<file path="src/rtl/depq_pkg.sv">
// Shared constants and types for the double-ended priority queue.
package depq_pkg;

   localparam int DefCapacity = 64;
   localparam int ValueW      = 32;
   localparam int KindW       = 2;

   typedef enum logic [KindW-1:0] {
      KIND_INSERT  = 2'd0,
      KIND_DEL_MIN = 2'd1,
      KIND_DEL_MAX = 2'd2,
      KIND_NOP     = 2'd3
   } kind_type;

   // controller to datapath
   typedef struct packed {
      logic load_req;   // latch the accepted word
      logic exec;       // apply the operation to the cell row
      logic report;     // load the result register
   } ctrl_type;

endpackage

</file>
<file path="src/rtl/depq_ctrl.sv">
// Sequencer for the queue: accept, execute, report.
module depq_ctrl
   import depq_pkg::*;
(
   input  logic     clock,
   input  logic     reset,
   input  logic     req_tvalid,
   output logic     req_tready,
   output logic     rsp_tvalid,
   input  logic     rsp_tready,
   output ctrl_type ctrl
);

   typedef enum logic [1:0] {
      ST_IDLE,
      ST_EXEC,
      ST_REPORT
   } state_type;

   state_type state_ff, state_in;
   logic      rsp_valid_ff, rsp_valid_in;
   logic      rsp_free;

   assign rsp_free   = !rsp_valid_ff || rsp_tready;
   assign req_tready = (state_ff == ST_IDLE);
   assign rsp_tvalid = rsp_valid_ff;

   always_comb begin
      state_in      = state_ff;
      rsp_valid_in  = rsp_valid_ff && !rsp_tready;
      ctrl.load_req = 1'b0;
      ctrl.exec     = 1'b0;
      ctrl.report   = 1'b0;
      case (state_ff)
         ST_IDLE: begin
            if (req_tvalid) begin
               ctrl.load_req = 1'b1;
               state_in      = ST_EXEC;
            end
         end
         ST_EXEC: begin
            ctrl.exec = 1'b1;
            state_in  = ST_REPORT;
         end
         ST_REPORT: begin
            if (rsp_free) begin
               ctrl.report  = 1'b1;
               rsp_valid_in = 1'b1;
               state_in     = ST_IDLE;
            end
         end
         default: state_in = ST_IDLE;
      endcase
   end

   always_ff @(posedge clock) begin
      if (reset) begin
         state_ff     <= ST_IDLE;
         rsp_valid_ff <= 1'b0;
      end else begin
         state_ff     <= state_in;
         rsp_valid_ff <= rsp_valid_in;
      end
   end

endmodule

</file>
<file path="config.mk">
export PLATFORM = sky130hd
export DESIGN_NAME = depq_ctrl
export DESIGN_NICKNAME = d
export VERILOG_FILES = /design/src/rtl/depq_pkg.sv /design/src/rtl/depq_ctrl.sv
export SDC_FILE = /design/constraint.sdc
export NUM_CORES = 1
export LEC_CHECK = 0
export ABC_AREA = 1
export BUFFER_PORTS_ARGS = -buffer_cell sky130_fd_sc_hd__buf_2
export CORE_AREA = 2 2 39 41
export CTS_CLUSTER_SIZE = 20
export DETAILED_ROUTE_END_ITERATION = 12
export DIE_AREA = 0 0 41 43
export PLACE_DENSITY = 0.3
export SYNTH_ARGS = -nofsm -noshare
export SYNTH_HDL_FRONTEND = slang
export SYNTH_SLANG_ARGS = --single-unit
</file>
<file path="constraint.sdc">
create_clock -name clock -period 0.9 [get_ports clock]
set_input_delay 0 -clock clock [delete_from_list [all_inputs] [get_ports clock]]
set_output_delay 0 -clock clock [all_outputs]
set_load 0.05 [all_outputs]
</file>
## Word level (Yosys, flattened, before mapping)

Index checks and enable logic that the tools add are counted.
Widths: inputs -> output; s select.

| storage, ports and cells | value |
|---|---|
| bits in registers | 3 |
| logic and storage cells | 22 |

| operators by class | value |
|---|---|
| equality and inequality tests | 4 |
| mux-type cells | 10 |
| reduce and logical (&&, ||, !) cells | 6 |

Operators with widths:

| kind | number |
|---|---|
| $mux 1 | 7 |
| $pmux 2 s3 | 1 |
| $mux 2 | 2 |
| $ne 2x2->1 const B | 2 |
| $eq 2x1->1 const B | 1 |
| $eq 2x2->1 const B | 1 |
| $logic_not 1->1 | 2 |
| $logic_not 2->1 | 1 |
| $reduce_and 2->1 | 1 |
| $logic_and 1x1->1 | 1 |
| $logic_or 1x1->1 | 1 |

## Depth between registers and ports, before layout

| depth | value |
|---|---|
| word-level depth | 4 |
| mapped depth | 4 |
| depth with buffers taken out | 4 |

## Worst setup path before layout

Ideal clock, no wire load.

| timing path | value |
|---|---|
| kind | register to output |
| start point | register rsp_valid_ff (netlist: rsp_tvalid) |
| end point | output ctrl[0] in the netlist's numbering |
| data arrival time | 1.710 ns |
| path slack | -0.810 ns |
| stages on the path, launching flop included | 4 |
| cell sequence | dfxtp_1 inv_1 nor2_4 nor3_1 |

RTL lines:

| what | line | source |
|---|---|---|
| from (decl) | depq_ctrl.sv:21 | `logic rsp_valid_ff, rsp_valid_in;` |
| from (signal assigned) | depq_ctrl.sv:62 | `rsp_valid_ff <= rsp_valid_in;` |
| to (decl) | depq_ctrl.sv:11 | `output ctrl_type ctrl` |

==> summary.md <==
| Metric | Value |
|---|---|
| Synth area leaders | dfxtp_1, inv_1, nand2_1 |
| Synth cell types | 11 |
| Worst Setup End Kind | output pin |
| Vias in the first global route | 176 |
| Multi-input logic area | 95.1 sq um |
| Depth of the worst register-to-register path | 4 |
| Top cells by count, synth | inv_1, dfxtp_1, nand2_1 |
| Slowest-stage cell, CP | dfxtp_4 |
| Final instance area | 324 sq um |
| Max incr delay on CP | 0.36 ns |
| Core ar. | 0.00138 sq mm |
| Clock Sinks | 3 |
| Initial antenna violation count | 0 |
| Number of synthesized flops with an enable pin | 0 |
| CTS buffer count | 3 |
| Clock Latency Late Sink | 0.23 ns |
| Hold wc startpoint | rsp_tready |
| Clock slew at reported path FFs | 0.04 ns |
| Final WS setup | -0.0553 ns |
| Relative slew slack | 0.837 |
| Failing checks | setup timing |
| Top delay family on crit path | flip-flops |
| Count of nets after finishing | 38 |
| GR Overflow Total | 0 |
| Site Rows | 14 |
| First-pass GRT wire length | 621 um |
| Total power | about 0.53 mW |
| Crit path kind | reg -> out |
| Initial drt markers | 1 |
| Peak supply drop | 528 uV |
| Hold Path End | state_ff[1] |
| Post-synth ARST share | 0 |
| Total of max-cap violations | 0 |
| Largest net degree at the start of global routing | 5 |
| GRT Total Usage | 0.0592 |
| Layout cells sized above 1 | 0.879 |
| RSZ-0062 raised after global routing | true |
| FF-to-FF setup slack | 0.13 ns |
| WP buf/inv | 1 |
| Fmax achieved | 1050 MHz |
| Slew @ Worst Pin | ~0.25 ns |
| Final wirelength | 351 um |
| Die Ht | 43 um |
| Startpoint types | flip-flop |
| Total placed instance area | 231 sq um |
| Mean post-synth cell area | 7.84 sq um |
| # fillers | 156 |
| Area grow syn2layout | 118% |
| Leak | 0.139 nW |
| CTS Buffer Depth | 2 |
| Port Buffers | 8 |
| Root Buffer | clkbuf_4 |
| DIE WIDTH | between 40 and 50 um |
| Critical Path, Cell by Cell | nor3_4 -> buf_6 |
| Final antenna-violating net count | 0 |
| Setup-failing EPs final | 4 |
| Prevailing post-synth register cell | dfxtp_1 |
| First-pass DRT Iterations | 2 |
| RR Endpoint | state_ff[0] |
| Largest area contributor in the netlist | dfxtp_1 |
| Register area | slightly below 70 sq um |
| Req. time, crit path | 0.90 ns |
| Period utilization | 1.06 |
| Area share of the largest cell type after synthesis | 0.403 |
| H-tree Lvls | 1 |
| Mapped Area | around 150 sq um |
| Ys Warns | 0 |
| Max-slew violation count | 0 |
| Routed vias/inst | 3.31 |
| Crit path DAT | approximately 0.96 ns |
| Vias | 162 |
| IO Pins | 9 |
| DPL Wire Length | 269 um |
| Fin Clk Skew | 0.00713 ns |
| Top-count cell post-synth | inv_1 |
| GPL Wtd Cong | 0.631 |
| Worst r2r src | state_ff[0] |
| # diodes | 0 |
| #FFs+latches synth | 3 |
| Synthesized instance count | 19 |
| DRC | 0 |
| CTS tree | built |
| WHS Path Cells | 4 |
| Power Dens Cells | 1630 mW/mm^2 |
| Crit-path max FO | 4 |
| Routed wire length per instance | 7.16 um |
| HP Class | in -> reg |
| Syn_nets | 23 |
| Tmin final | 0.955 ns |
| Initial core utilization | 0.108 |
| Final Hold Vio Count | 0 |
| Status | complete, but fails checks |
| Sequential share of the synthesized area | 0.403 |
| Die area | between 0.0015 and 0.002 sq mm |
## area by class of cell
type / count / area share
multi-input combinational: 10 / 0.293
tap: 16 / 0.0618
inverter: 6 / 0.0849
clock buffer: 4 / 0.0811
timing repair buffer: 10 / 0.266
sequential: 3 / 0.212
## layout by cell type (no fill, tap or decap), types with 2 or more instances in the layout
master    n
buf_2     4
inv_2     3
clkbuf_4  3
buf_6     3
inv_4     2
nor2_4    2
dfxtp_4   2
## sequential cells by signal, indices dropped and copies added, names as in the netlist
register and cells:
state_ff 2, rsp_tvalid 1
## worst register-to-register path, delay by kind of cell, from the launching register on
| kind | cells | cell delay, ns |
|---|---|---|
| DFF | 1 | 0.36 |
| buffers and inverters | 2 | 0.19 |
| and+or+nand+nor | 2 | 0.14 |
## worst max-delay path by stage
stage,from,endpoint,depth (start not counted)
6_report,state_ff[0],ctrl[0],2
5_1_grt,state_ff[1],ctrl[0],3
4_1_cts,state_ff[1],ctrl[0],3
3_5_place_dp,state_ff[0],req_tready,4
3_3_place_gp,state_ff[0],req_tready,4
2_1_floorplan,rsp_tvalid,ctrl[0],3
## metal layers
metal	share of wire	global-route usage
met1	0.37	0.0514
met2	0.52	0.0781
met3	0.11	0.0471
met4	0	0.0600
met5	0	0
## power by group
part           switching, mW  leakage (nW)  internal [mW]
clock network         0.0694        0.0150          0.166
logic                 0.0879        0.0980         0.0573
registers            0.00901        0.0264          0.138
## cells by family after synthesis
family,Yosys count,share of synthesized area
buf+inv,6,0.151
compound gates,2,0.126
simple gates,8,0.319
flops,3,0.403
## per-stage QoR
stage / setup TNS, ns / utilization / setup slack (ns) / std cells / hold slack [ns]
final: -0.127 / 0.234 / -0.0553 / 49 / 0.0608
after global routing: -0.346 / 0.234 / -0.114 / 49 / 0.0699
after CTS: -0.175 / 0.232 / -0.0675 / 49 / 0.0587
after detailed placement: 0 / 0.167 / 0.0197 / 43 / 0.205
after global placement: 0 / 0.167 / 0.0232 / 43 / 0.207
after floorplan: -0.0536 / - / -0.0536 / 19 / 0.0624
## what timing repair did
action | CTS | global route
endpoints found under the hold margin | 2 | 0
pin swaps | 2 | 0
gates cloned | 0 | 0
buffers inserted | 1 | 0
setup endpoints to repair | 4 | 4
hold buffers | 1 | 0
resized for setup | 19 | 1
No activity file was read; power rests on OpenSTA's default activity.
